**src/hdl/sawars_pkg.sv**
```systemverilog
// Shared types and constants for the stop-and-wait ack/retry sender.
// No dependencies; imported by the sender and its checker.
package sawars_pkg;

  localparam int unsigned MaxFrame   = 250;
  localparam logic [15:0] NoAckWait  = 16'd25;
  localparam logic [8:0]  HdrBytes   = 9'd10;
  localparam logic [8:0]  PadMask    = 9'h00F;

  typedef enum logic [1:0] {
    KIND_SEND = 2'd0,
    KIND_SENT = 2'd1,
    KIND_RESP = 2'd2,
    KIND_TICK = 2'd3
  } in_kind_e;

  typedef enum logic {
    OUT_TX   = 1'b0,
    OUT_DONE = 1'b1
  } out_kind_e;

  typedef enum logic [1:0] {
    ST_ACKED  = 2'd0,
    ST_GAVEUP = 2'd1,
    ST_OTA    = 2'd2,
    ST_NOACK  = 2'd3
  } status_e;

  typedef enum logic [2:0] {
    CFG_ACK_REQUIRED = 3'd0,
    CFG_ENCRYPT_MODE = 3'd1,
    CFG_ACK_MAGIC    = 3'd2,
    CFG_OTA_MAGIC    = 3'd3,
    CFG_OTA_ENABLE   = 3'd4,
    CFG_RETRY_TMO    = 3'd5,
    CFG_MAX_RETRIES  = 3'd6
  } cfg_idx_e;

  typedef struct packed {
    in_kind_e    kind;
    logic [7:0]  payload_len;
    logic        resp_len_ok;
    logic [15:0] resp_magic;
    logic [15:0] resp_seq;
  } in_beat_t;

  typedef struct packed {
    out_kind_e   out_kind;
    logic [7:0]  seq_out;
    logic [7:0]  retry_out;
    logic [8:0]  frame_len;
    logic        size_error;
    status_e     status;
    logic [31:0] fail_count;
    logic [31:0] total_fail_count;
  } out_beat_t;

endpackage

```
**src/hdl/stop_and_wait_ack_retry_sender.sv**
```systemverilog
// Stop-and-wait ack/retry sender: one event beat in, at most one result beat out.
// A result is registered: it appears in the output register in the cycle after its event beat.
// Throughput: one event per cycle; the only hold-off is a full output register
// that the downstream side stalls. Reset (async, active low) clears all protocol
// state and counters and loads the configuration defaults.
// Depends on sawars_pkg.
module stop_and_wait_ack_retry_sender
  import sawars_pkg::*;
(
  input  logic        clk_i,
  input  logic        rst_ni,
  // configuration write port
  input  logic        cfg_we_i,
  input  logic [2:0]  cfg_idx_i,
  input  logic [15:0] cfg_data_i,
  // event channel
  input  logic        in_valid_i,
  output logic        in_stall_o,
  input  in_beat_t    in_beat_i,
  // result channel
  output logic        out_valid_o,
  input  logic        out_stall_i,
  output out_beat_t   out_beat_o
);

  // ---------------------------------------------------------------------------
  // Configuration registers
  // ---------------------------------------------------------------------------
  logic        ack_required_q, encrypt_mode_q, ota_enable_q;
  logic [15:0] ack_magic_q, ota_magic_q, retry_tmo_q;
  logic [7:0]  max_retries_q;

  always_ff @(posedge clk_i or negedge rst_ni) begin
    if (!rst_ni) begin
      ack_required_q <= 1'b1;
      encrypt_mode_q <= 1'b1;
      ack_magic_q    <= '0;
      ota_magic_q    <= '0;
      ota_enable_q   <= 1'b0;
      retry_tmo_q    <= 16'd100;
      max_retries_q  <= 8'd3;
    end else if (cfg_we_i) begin
      unique case (cfg_idx_i)
        CFG_ACK_REQUIRED: ack_required_q <= cfg_data_i[0];
        CFG_ENCRYPT_MODE: encrypt_mode_q <= cfg_data_i[0];
        CFG_ACK_MAGIC:    ack_magic_q    <= cfg_data_i;
        CFG_OTA_MAGIC:    ota_magic_q    <= cfg_data_i;
        CFG_OTA_ENABLE:   ota_enable_q   <= cfg_data_i[0];
        CFG_RETRY_TMO:    retry_tmo_q    <= cfg_data_i;
        CFG_MAX_RETRIES:  max_retries_q  <= cfg_data_i[7:0];
        default: ;  // unused index, write dropped
      endcase
    end
  end

  // ---------------------------------------------------------------------------
  // Protocol state
  // ---------------------------------------------------------------------------
  logic [7:0]  seq_q, seq_d;          // next sequence to expect in an ack
  logic [7:0]  msg_seq_q, msg_seq_d;  // sequence stamped on the message in flight
  logic [1:0]  progress_q, progress_d;  // sent notice + ack, saturates at 3
  logic        busy_q, busy_d;
  logic [15:0] elapsed_q, elapsed_d;
  logic [7:0]  retry_q, retry_d;
  logic [8:0]  frame_len_q, frame_len_d;
  logic        ota_flag_q, ota_flag_d;
  logic [31:0] cons_fails_q, cons_fails_d;
  logic [31:0] all_fails_q, all_fails_d;

  logic        out_valid_q, out_valid_d;
  out_beat_t   out_beat_q, out_beat_d;

  logic        in_accept;
  logic        emit;
  out_kind_e   emit_kind;
  status_e     emit_status;

  // The output register may be refilled in the cycle its beat is taken.
  assign in_stall_o = out_valid_q & out_stall_i;
  assign in_accept  = in_valid_i & ~in_stall_o;

  // Frame length: in encrypt mode the payload is padded up to a multiple of
  // 16 bytes and the header is added; at most 256 + 10, fits 9 bits.
  logic [8:0] frame_len_new;
  always_comb begin
    if (encrypt_mode_q) begin
      frame_len_new = (({1'b0, in_beat_i.payload_len} + PadMask) & ~PadMask) + HdrBytes;
    end else begin
      frame_len_new = {1'b0, in_beat_i.payload_len};
    end
  end

  logic [15:0] elapsed_inc;
  logic [7:0]  retry_inc;
  logic [1:0]  progress_inc;
  logic        ack_match;
  logic        ota_match;

  assign elapsed_inc  = (elapsed_q == 16'hFFFF) ? elapsed_q : elapsed_q + 16'd1;
  assign retry_inc    = (retry_q == 8'hFF) ? retry_q : retry_q + 8'd1;
  assign progress_inc = (progress_q == 2'd3) ? progress_q : progress_q + 2'd1;
  assign ota_match    = ota_enable_q && (in_beat_i.resp_magic == ota_magic_q);
  assign ack_match    = (in_beat_i.resp_magic == ack_magic_q) &&
                        (in_beat_i.resp_seq == {8'd0, seq_q});

  // Event handling. Counters in the result are the values after the event.
  always_comb begin
    seq_d        = seq_q;
    msg_seq_d    = msg_seq_q;
    progress_d   = progress_q;
    busy_d       = busy_q;
    elapsed_d    = elapsed_q;
    retry_d      = retry_q;
    frame_len_d  = frame_len_q;
    ota_flag_d   = ota_flag_q;
    cons_fails_d = cons_fails_q;
    all_fails_d  = all_fails_q;
    emit         = 1'b0;
    emit_kind    = OUT_TX;
    emit_status  = ST_ACKED;

    if (in_accept) begin
      unique case (in_beat_i.kind)
        KIND_SEND: begin
          // a send while busy drops the old message
          frame_len_d = frame_len_new;
          msg_seq_d   = seq_q;
          retry_d     = '0;
          progress_d  = '0;
          elapsed_d   = '0;
          busy_d      = 1'b1;
          emit        = 1'b1;
        end
        KIND_SENT: begin
          progress_d = progress_inc;
        end
        KIND_RESP: begin
          if (in_beat_i.resp_len_ok) begin
            if (ota_match) begin
              ota_flag_d = 1'b1;
            end else if (ack_match) begin
              progress_d = progress_inc;
              seq_d      = seq_q + 8'd1;
            end
          end
        end
        KIND_TICK: begin
          if (busy_q) begin
            elapsed_d = elapsed_inc;
            priority if (!ack_required_q) begin
              if (progress_q != 2'd0 || elapsed_inc > NoAckWait) begin
                busy_d      = 1'b0;
                emit        = 1'b1;
                emit_kind   = OUT_DONE;
                emit_status = ST_NOACK;
              end
            end else if (progress_q[1]) begin
              cons_fails_d = '0;
              busy_d       = 1'b0;
              emit         = 1'b1;
              emit_kind    = OUT_DONE;
              emit_status  = ST_ACKED;
            end else if (ota_enable_q && ota_flag_q) begin
              busy_d      = 1'b0;
              emit        = 1'b1;
              emit_kind   = OUT_DONE;
              emit_status = ST_OTA;
            end else if (elapsed_inc > retry_tmo_q) begin
              retry_d = retry_inc;
              emit    = 1'b1;
              if (retry_inc >= max_retries_q) begin
                // give up on this message
                seq_d        = seq_q + 8'd1;
                cons_fails_d = (cons_fails_q == '1) ? cons_fails_q : cons_fails_q + 32'd1;
                all_fails_d  = (all_fails_q == '1) ? all_fails_q : all_fails_q + 32'd1;
                busy_d       = 1'b0;
                emit_kind    = OUT_DONE;
                emit_status  = ST_GAVEUP;
              end else begin
                // retransmit
                progress_d = '0;
                elapsed_d  = '0;
              end
            end else begin
              emit = 1'b0;
            end
          end
        end
        default: ;
      endcase
    end
  end

  // Result beat built from the post-event state.
  always_comb begin
    out_beat_d.out_kind         = emit_kind;
    out_beat_d.seq_out          = msg_seq_d;
    out_beat_d.retry_out        = retry_d;
    out_beat_d.frame_len        = frame_len_d;
    out_beat_d.size_error       = ({1'b0, frame_len_d} > 10'(MaxFrame));
    out_beat_d.status           = emit_status;
    out_beat_d.fail_count       = cons_fails_d;
    out_beat_d.total_fail_count = all_fails_d;
  end

  always_comb begin
    if (in_accept) begin
      out_valid_d = emit;
    end else if (!out_stall_i) begin
      out_valid_d = 1'b0;
    end else begin
      out_valid_d = out_valid_q;
    end
  end

  always_ff @(posedge clk_i or negedge rst_ni) begin
    if (!rst_ni) begin
      seq_q        <= '0;
      msg_seq_q    <= '0;
      progress_q   <= '0;
      busy_q       <= 1'b0;
      elapsed_q    <= '0;
      retry_q      <= '0;
      frame_len_q  <= '0;
      ota_flag_q   <= 1'b0;
      cons_fails_q <= '0;
      all_fails_q  <= '0;
      out_valid_q  <= 1'b0;
    end else begin
      seq_q        <= seq_d;
      msg_seq_q    <= msg_seq_d;
      progress_q   <= progress_d;
      busy_q       <= busy_d;
      elapsed_q    <= elapsed_d;
      retry_q      <= retry_d;
      frame_len_q  <= frame_len_d;
      ota_flag_q   <= ota_flag_d;
      cons_fails_q <= cons_fails_d;
      all_fails_q  <= all_fails_d;
      out_valid_q  <= out_valid_d;
    end
  end

  // payload register, loaded only with a fresh beat
  always_ff @(posedge clk_i) begin
    if (in_accept && emit) begin
      out_beat_q <= out_beat_d;
    end
  end

  assign out_valid_o = out_valid_q;
  assign out_beat_o  = out_beat_q;

endmodule

```
**config.mk**
```make
export PLATFORM = sky130hd
export DESIGN_NAME = stop_and_wait_ack_retry_sender
export DESIGN_NICKNAME = d
export VERILOG_FILES = /design/src/hdl/sawars_pkg.sv /design/src/hdl/stop_and_wait_ack_retry_sender.sv
export SDC_FILE = /design/constraint.sdc
export NUM_CORES = 1
export LEC_CHECK = 0
export BUFFER_PORTS_ARGS = -buffer_cell sky130_fd_sc_hd__buf_4
export CAP_MARGIN = 20
export CORE_MARGIN = 3
export CORE_UTILIZATION = 63
export DETAILED_ROUTE_END_ITERATION = 12
export PLACE_DENSITY = 0.86
export SETUP_SLACK_MARGIN = 0.5
export SYNTH_ARGS = -nofsm -noshare
export SYNTH_HDL_FRONTEND = slang
export SYNTH_SLANG_ARGS = --single-unit
```
**constraint.sdc**
```tcl
create_clock -name clk_i -period 12.6 [get_ports clk_i]
set_input_delay 2.52 -clock clk_i [delete_from_list [all_inputs] [get_ports clk_i]]
set_output_delay 2.52 -clock clk_i [all_outputs]
set_load 0.02 [all_outputs]
```
==> results of run 1 <==
[layer usage]
metal | GRT usage | wire (um) | share of wire
met2 | 0.4570 | 14550 | 0.49
met5 | 0 | 0 | 0
met1 | 0.3698 | 12120 | 0.41
met3 | 0.04231 | 2220 | 0.074
met4 | 0.08434 | 980 | 0.033
[cell type report]
cell class                      count  area [sq um]
Fill cell                        1211          4588
Multi-Input combinational cell    752          5122
Sequential cell                   270          7231
Tap cell                          265         331.6
Clock buffer                       36         739.5
Clock inverter                     13         132.6
Inverter                           46         172.7
Timing Repair Buffer              169          1272
[final timing paths]
kind	start	endpoint	slack, ps	cells past startpoint
max reg2reg	elapsed_q[0]$_DFFE_PN0P_	out_beat_o[17]$_DFFE_PP_	7040	16
max	elapsed_q[0]$_DFFE_PN0P_	out_beat_o[17]$_DFFE_PP_	7040	16
min	msg_seq_q[3]$_DFF_PN0_	msg_seq_q[3]$_DFF_PN0_	480	2
min in group asynchronous	rst_ni	elapsed_q[2]$_DFFE_PN0P_	1960	1
max in group asynchronous	rst_ni	max_retries_q[6]$_DFFE_PN0P_	9420	2
min reg2reg	msg_seq_q[3]$_DFF_PN0_	msg_seq_q[3]$_DFF_PN0_	480	2
[power by group]
part | internal [uW] | total, uW | switching, uW
logic | 143 | 317 | 174
clock network | 455 | 788 | 333
registers | 998 | 1060 | 62.5
[sequential cells by signal, summed over array words and instances (netlist names), 2 cells and up]
name	cells
seq_q	8
progress_q	2
retry_q	8
retry_tmo_q	16
ack_magic_q	16
out_beat_o	93
all_fails_q	32
msg_seq_q	8
cons_fails_q	32
max_retries_q	8
frame_len_q	9
elapsed_q	16
ota_magic_q	16
[cell families after synthesis]
logic type	after synthesis
and+or+nand+nor	397
DFF	270
AOI/OAI and AO/OA	141
xor gates and xnor gates	111
buffers and inverters	75
muxes	70
adders and majority gates	33
[layout by cell type, fill, tap and decap left out, types with 18 or more instances in the layout]
cell and instances:
nor3_1 33, clkbuf_16 27, and3_1 18, or3_1 21
inv_1 46, o21ai_0 43, nor2_1 58, dfrtp_1 170
xor2_1 43, edfxtp_1 93, nand3_1 44, mux2_2 63
nand2_1 116, ha_1 33, a21oi_1 31, xnor2_1 68
nand4_1 38, buf_4 168
[stage by stage]
stage / hold slack (ps) / std cells / cell area, sq um
after floorplan: 436.7 / 1097 / 12630
after global placement: 450.6 / 1501 / 14120
after detailed placement: 464.2 / 1501 / 14120
after CTS: 479.7 / 1550 / 14990
after global routing: 496.4 / 1551 / 15000
final: 475.7 / 1551 / 15000
[critical path, cell delays in order, from the launching register on]
cell,delay [ps]
dfrtp_1,470
ha_1,270
nand4_1,150
nor3_1,660
nand2_1,310
mux2_2,370
ha_1,300
nor2b_1,160
o211ai_1,100
a21oi_1,140
a211oi_1,70
or3_4,400
a21o_1,370
nand2_1,120
nand3_1,130
nand2_4,420
buf_4,660
==> impl_metrics.toml, run 1 <==
[synth]
synth.most_common_cell = "dfrtp_1"
yosys.area_share.adder = 0.03268
synth_mux_area_frac = 0.06170
synthXorXnorAreaFrac = 0.07695
synth_edf_count = 93
synthArstFlopShare = 0.6556
yosys.area.top_type = "dfrtp_1"
synth_top_family_by_area = "simple AND/OR/NAND/NOR gates"
ys_types = 57
yosysWarnings = 0
synth_area_sq_um = 12630
yosysSeqAreaShare = 0.5723
synth-compound-area-share = 0.07259
ys.flop_type = "dfrtp_1"
netlist_top_cells_count = "dfrtp_1, nand2_1, edfxtp_1"
synth_top_area_share = 0.3367
syn_area_per_cell_sq_um = 11.52
synth-simple-area-share = 0.1605
ys_ff_latch = 270
synth_nets = 1197
syn_inst = 1097
synth_area_leaders = "dfrtp_1, edfxtp_1, mux2_2"

[final_layout]
drive_gt1_frac = 0.2317
nets = 1366
area_growth_pct = 18.74
antennaDiodeCount = 0
post-route-util = 0.7658

[floorplan]
die_w_um = 147.6
die_h_um = 147.6
ios = 162
die-area_sq_um = 21790
rows = 51
start_util = 0.6450
core_sq_um = 19590

[detailed_routing]
wl_per_cell_um = 19.26
final_antenna_net_count = 0
first_pass_iters = 6
drcViolationCount = 0
via_per_inst = 6.073
drtIter0Drc = 1038
dr_total_vias = 9419
routed_wl_um = 29870

[placement]
place_ws_ps = 7111
io_buffers = 161
gp_congestion = 0.9278
dp_hpwl_um = 20720

[worst_setup_path]
start_kind = "flop"
worstPathRequired_ps = 12750
crit_arrival_ps = 5710
worst-path-max-fanout = 54
end_kind = "flop"
critPathKind = "flop to flop"

[timing]
fin_worst_skew_ps = 14.98
timing.final.ws_setup_ps = 7043
worst_pin_slew_ps = 1127
post-route-min-period_ps = 5557
rsz0062_at_grt = "no"
fin_crit_sh = 0.4410
setup_viol = 0
fmax_ghz = 0.1800
drv_slew = 0
max-slew-margin-rel = 0.2440
hold_viol = 0
setup_tns_ps = 0

[min_path]
min_path_type = "flop to flop"

[global_route]
grt_max_degree = 64
overflow = 0
grt_first_pass_wirelength_um = 47730
grt_pass1_vias = 9182
antenna_found_initial = 0
grtUsageTotal = 0.2718

[clock_network]
cts_buffer_depth = 3
numCtsBuffers = 27
postCtsHoldBufs = 0
htreeDepth = 1
cts_tree = "done"
cts_setup_buffers = 0
clk_pin_slew_ps = 70
ctsRootBufferMaster = "clkbuf_16"
cts-resized-gates = 0
insertion_delay_ps = 530
cts.sinks = 270

[outcome]
outcome = "completed"

[power_and_ir_drop]
total_power_uw = 2166
vdd_drop_max_mv = 0.1237
leakagePower_uw = 0.006559
power_density_nw_per_um2 = 144.3

[flow_run]
maxCapViolCount = 0
Note: power is estimated with default switching activity, not from simulation.
==> run 2: changes to the inputs <==
--- a/config.mk
+++ b/config.mk
@@ -8,9 +8,9 @@
 export BUFFER_PORTS_ARGS = -buffer_cell sky130_fd_sc_hd__buf_4
 export CAP_MARGIN = 20
 export CORE_MARGIN = 3
-export CORE_UTILIZATION = 63
+export CORE_UTILIZATION = 58
 export DETAILED_ROUTE_END_ITERATION = 12
-export PLACE_DENSITY = 0.86
+export PLACE_DENSITY = 0.8
 export SETUP_SLACK_MARGIN = 0.5
 export SYNTH_ARGS = -nofsm -noshare
 export SYNTH_HDL_FRONTEND = slang
==> constraint.sdc (replaced) <==
create_clock -name clk_i -period 5.6 [get_ports clk_i]
set_input_delay 1.12 -clock clk_i [delete_from_list [all_inputs] [get_ports clk_i]]
set_output_delay 1.12 -clock clk_i [all_outputs]
set_load 0.02 [all_outputs]
==> impl_metrics.toml, run 2 (synthesis results as in run 1) <==
[worst_setup_path]
crit_arrival_ps = 5060
worst-path-max-fanout = 55
start_kind = "flop"
end_kind = "flop"
rr_worst_depth = 15
critPathKind = "flop to flop"
worstPathRequired_ps = 5860

[detailed_routing]
wl_per_cell_um = 18.95
via_per_inst = 5.872
final_antenna_net_count = 0
dr_total_vias = 9190
drtIter0Drc = 847
first_pass_iters = 6
drcViolationCount = 0
routed_wl_um = 29660

[final_layout]
area_growth_pct = 19.70
nFillCells = 1506
register_area_sq_um = 7231
layout_commonest_cell = "dfrtp_1"
fin_area_sq_um = 15120
drive_gt1_frac = 0.2372
largest_register_ffs = 93
antennaDiodeCount = 0
nets = 1369
multi_input_area_sq_um = 5135
final_cell_mix = "dfrtp_1, buf_4, nand2_1"

[placement]
io_buffers = 161
dp_hpwl_um = 20870
place_ws_ps = 346.0
dpl_cell_area_sq_um = 14160
gp_congestion = 0.8971

[timing]
setup_viol = 0
fin_hold_ws_ps = 473.0
fin_crit_sh = 0.8563
timing.final.ws_setup_ps = 804.9
setup_tns_ps = 0
post-route-min-period_ps = 4795
worst_pin_slew_ps = 1103
rsz0062_at_grt = "no"
max-slew-margin-rel = 0.2603
hold_viol = 0
fin_worst_skew_ps = 9.075
fmax_ghz = 0.2085
drv_slew = 0

[floorplan]
die-area_sq_um = 23590
die_h_um = 153.6
rows = 53
ios = 162
die_w_um = 153.6
start_util = 0.5954
core_sq_um = 21220

[power_and_ir_drop]
power_density_nw_per_um2 = 328.2
vdd_drop_max_mv = 0.2389
leakagePower_uw = 0.006607

[min_path]
holdPathStages = 2
min_path_type = "flop to flop"

[flow_run]
maxCapViolCount = 0

[clock_network]
cts_buffer_depth = 3
numCtsBuffers = 28
clk_pin_slew_ps = 60
cts.sinks = 270
cts_tree = "done"
ctsRootBufferMaster = "clkbuf_16"
htreeDepth = 1
insertion_delay_ps = 540

[global_route]
grt_pass1_vias = 9198
grtUsageTotal = 0.2462
antenna_found_initial = 0
overflow = 0
grt_first_pass_wirelength_um = 47610
grt_max_degree = 94

[outcome]
outcome = "completed"
[run 2: routing by layer]
layer / vias up / wire, um / track usage
li1: 4313 / - / -
met1: 4504 / 12960 / 0.3506
met2: 332 / 14230 / 0.4059
met3: 41 / 1957 / 0.03884
met4: 0 / 510 / 0.05551
met5: - / 0 / 0
[run 2: layout make-up]
type / count / area share
tap: 275 / 0.02275
sequential: 270 / 0.4781
clock buffer: 40 / 0.05460
clock inverter: 11 / 0.008108
multi-input combinational: 753 / 0.3395
timing repair buffer: 170 / 0.08546
inverter: 46 / 0.01142
[run 2: worst max-delay path, cell delays in order, from the launching register on]
cell and delay, ps:
dfrtp_1 440, ha_1 270, nand4_1 150, nor4_1 570, a31oi_1 160, a41oi_1 320, ha_1 310, and4_1 230
a21oi_1 150, nand2_1 80, a211oi_1 510, a21o_2 410, nand2_1 90, nand3_1 140, nand2_4 320, buf_12 340
[run 2: path summary, 6_finish.rpt]
check	startpoint	to	slack, ps
hold reg to reg	msg_seq_q[2]$_DFF_PN0_	msg_seq_q[2]$_DFF_PN0_	470
setup reg to reg	elapsed_q[0]$_DFFE_PN0P_	out_beat_o[87]$_DFFE_PP_	800
min in group asynchronous	rst_ni	frame_len_q[0]$_DFF_PN0_	640
max in group asynchronous	rst_ni	all_fails_q[15]$_DFF_PN0_	3850
setup / recovery	elapsed_q[0]$_DFFE_PN0P_	out_beat_o[87]$_DFFE_PP_	800
hold / removal	msg_seq_q[2]$_DFF_PN0_	msg_seq_q[2]$_DFF_PN0_	470
[run 2: repair_timing]
action | 4_1_cts | 5_1_grt
buffers inserted | 0 | 0
hold buffers | 0 | 0
pin swaps | 1 | 1
endpoints found under the setup margin | 20 | 84
gates cloned | 0 | 1
gates resized for setup | 1 | 2
[run 2: power breakdown]
| part | leakage (uW) | switching (uW) | internal [uW] |
|---|---|---|---|
| combinational | 0.00300 | 385 | 322 |
| sequential | 0.00315 | 143 | 2250 |
| clock | 0.000460 | 753 | 1120 |
[run 2: metrics by stage]
step / utilization / instances / total power [uW]
5_1_grt: 0.7127 / 1565 / 5181
4_1_cts: 0.7123 / 1564 / 4992
3_5_place_dp: 0.6674 / 1513 / 3117
3_3_place_gp: 0.6674 / 1513 / 3090
6_report: 0.7127 / 1565 / 4964
2_1_floorplan: - / 1097 / 2848
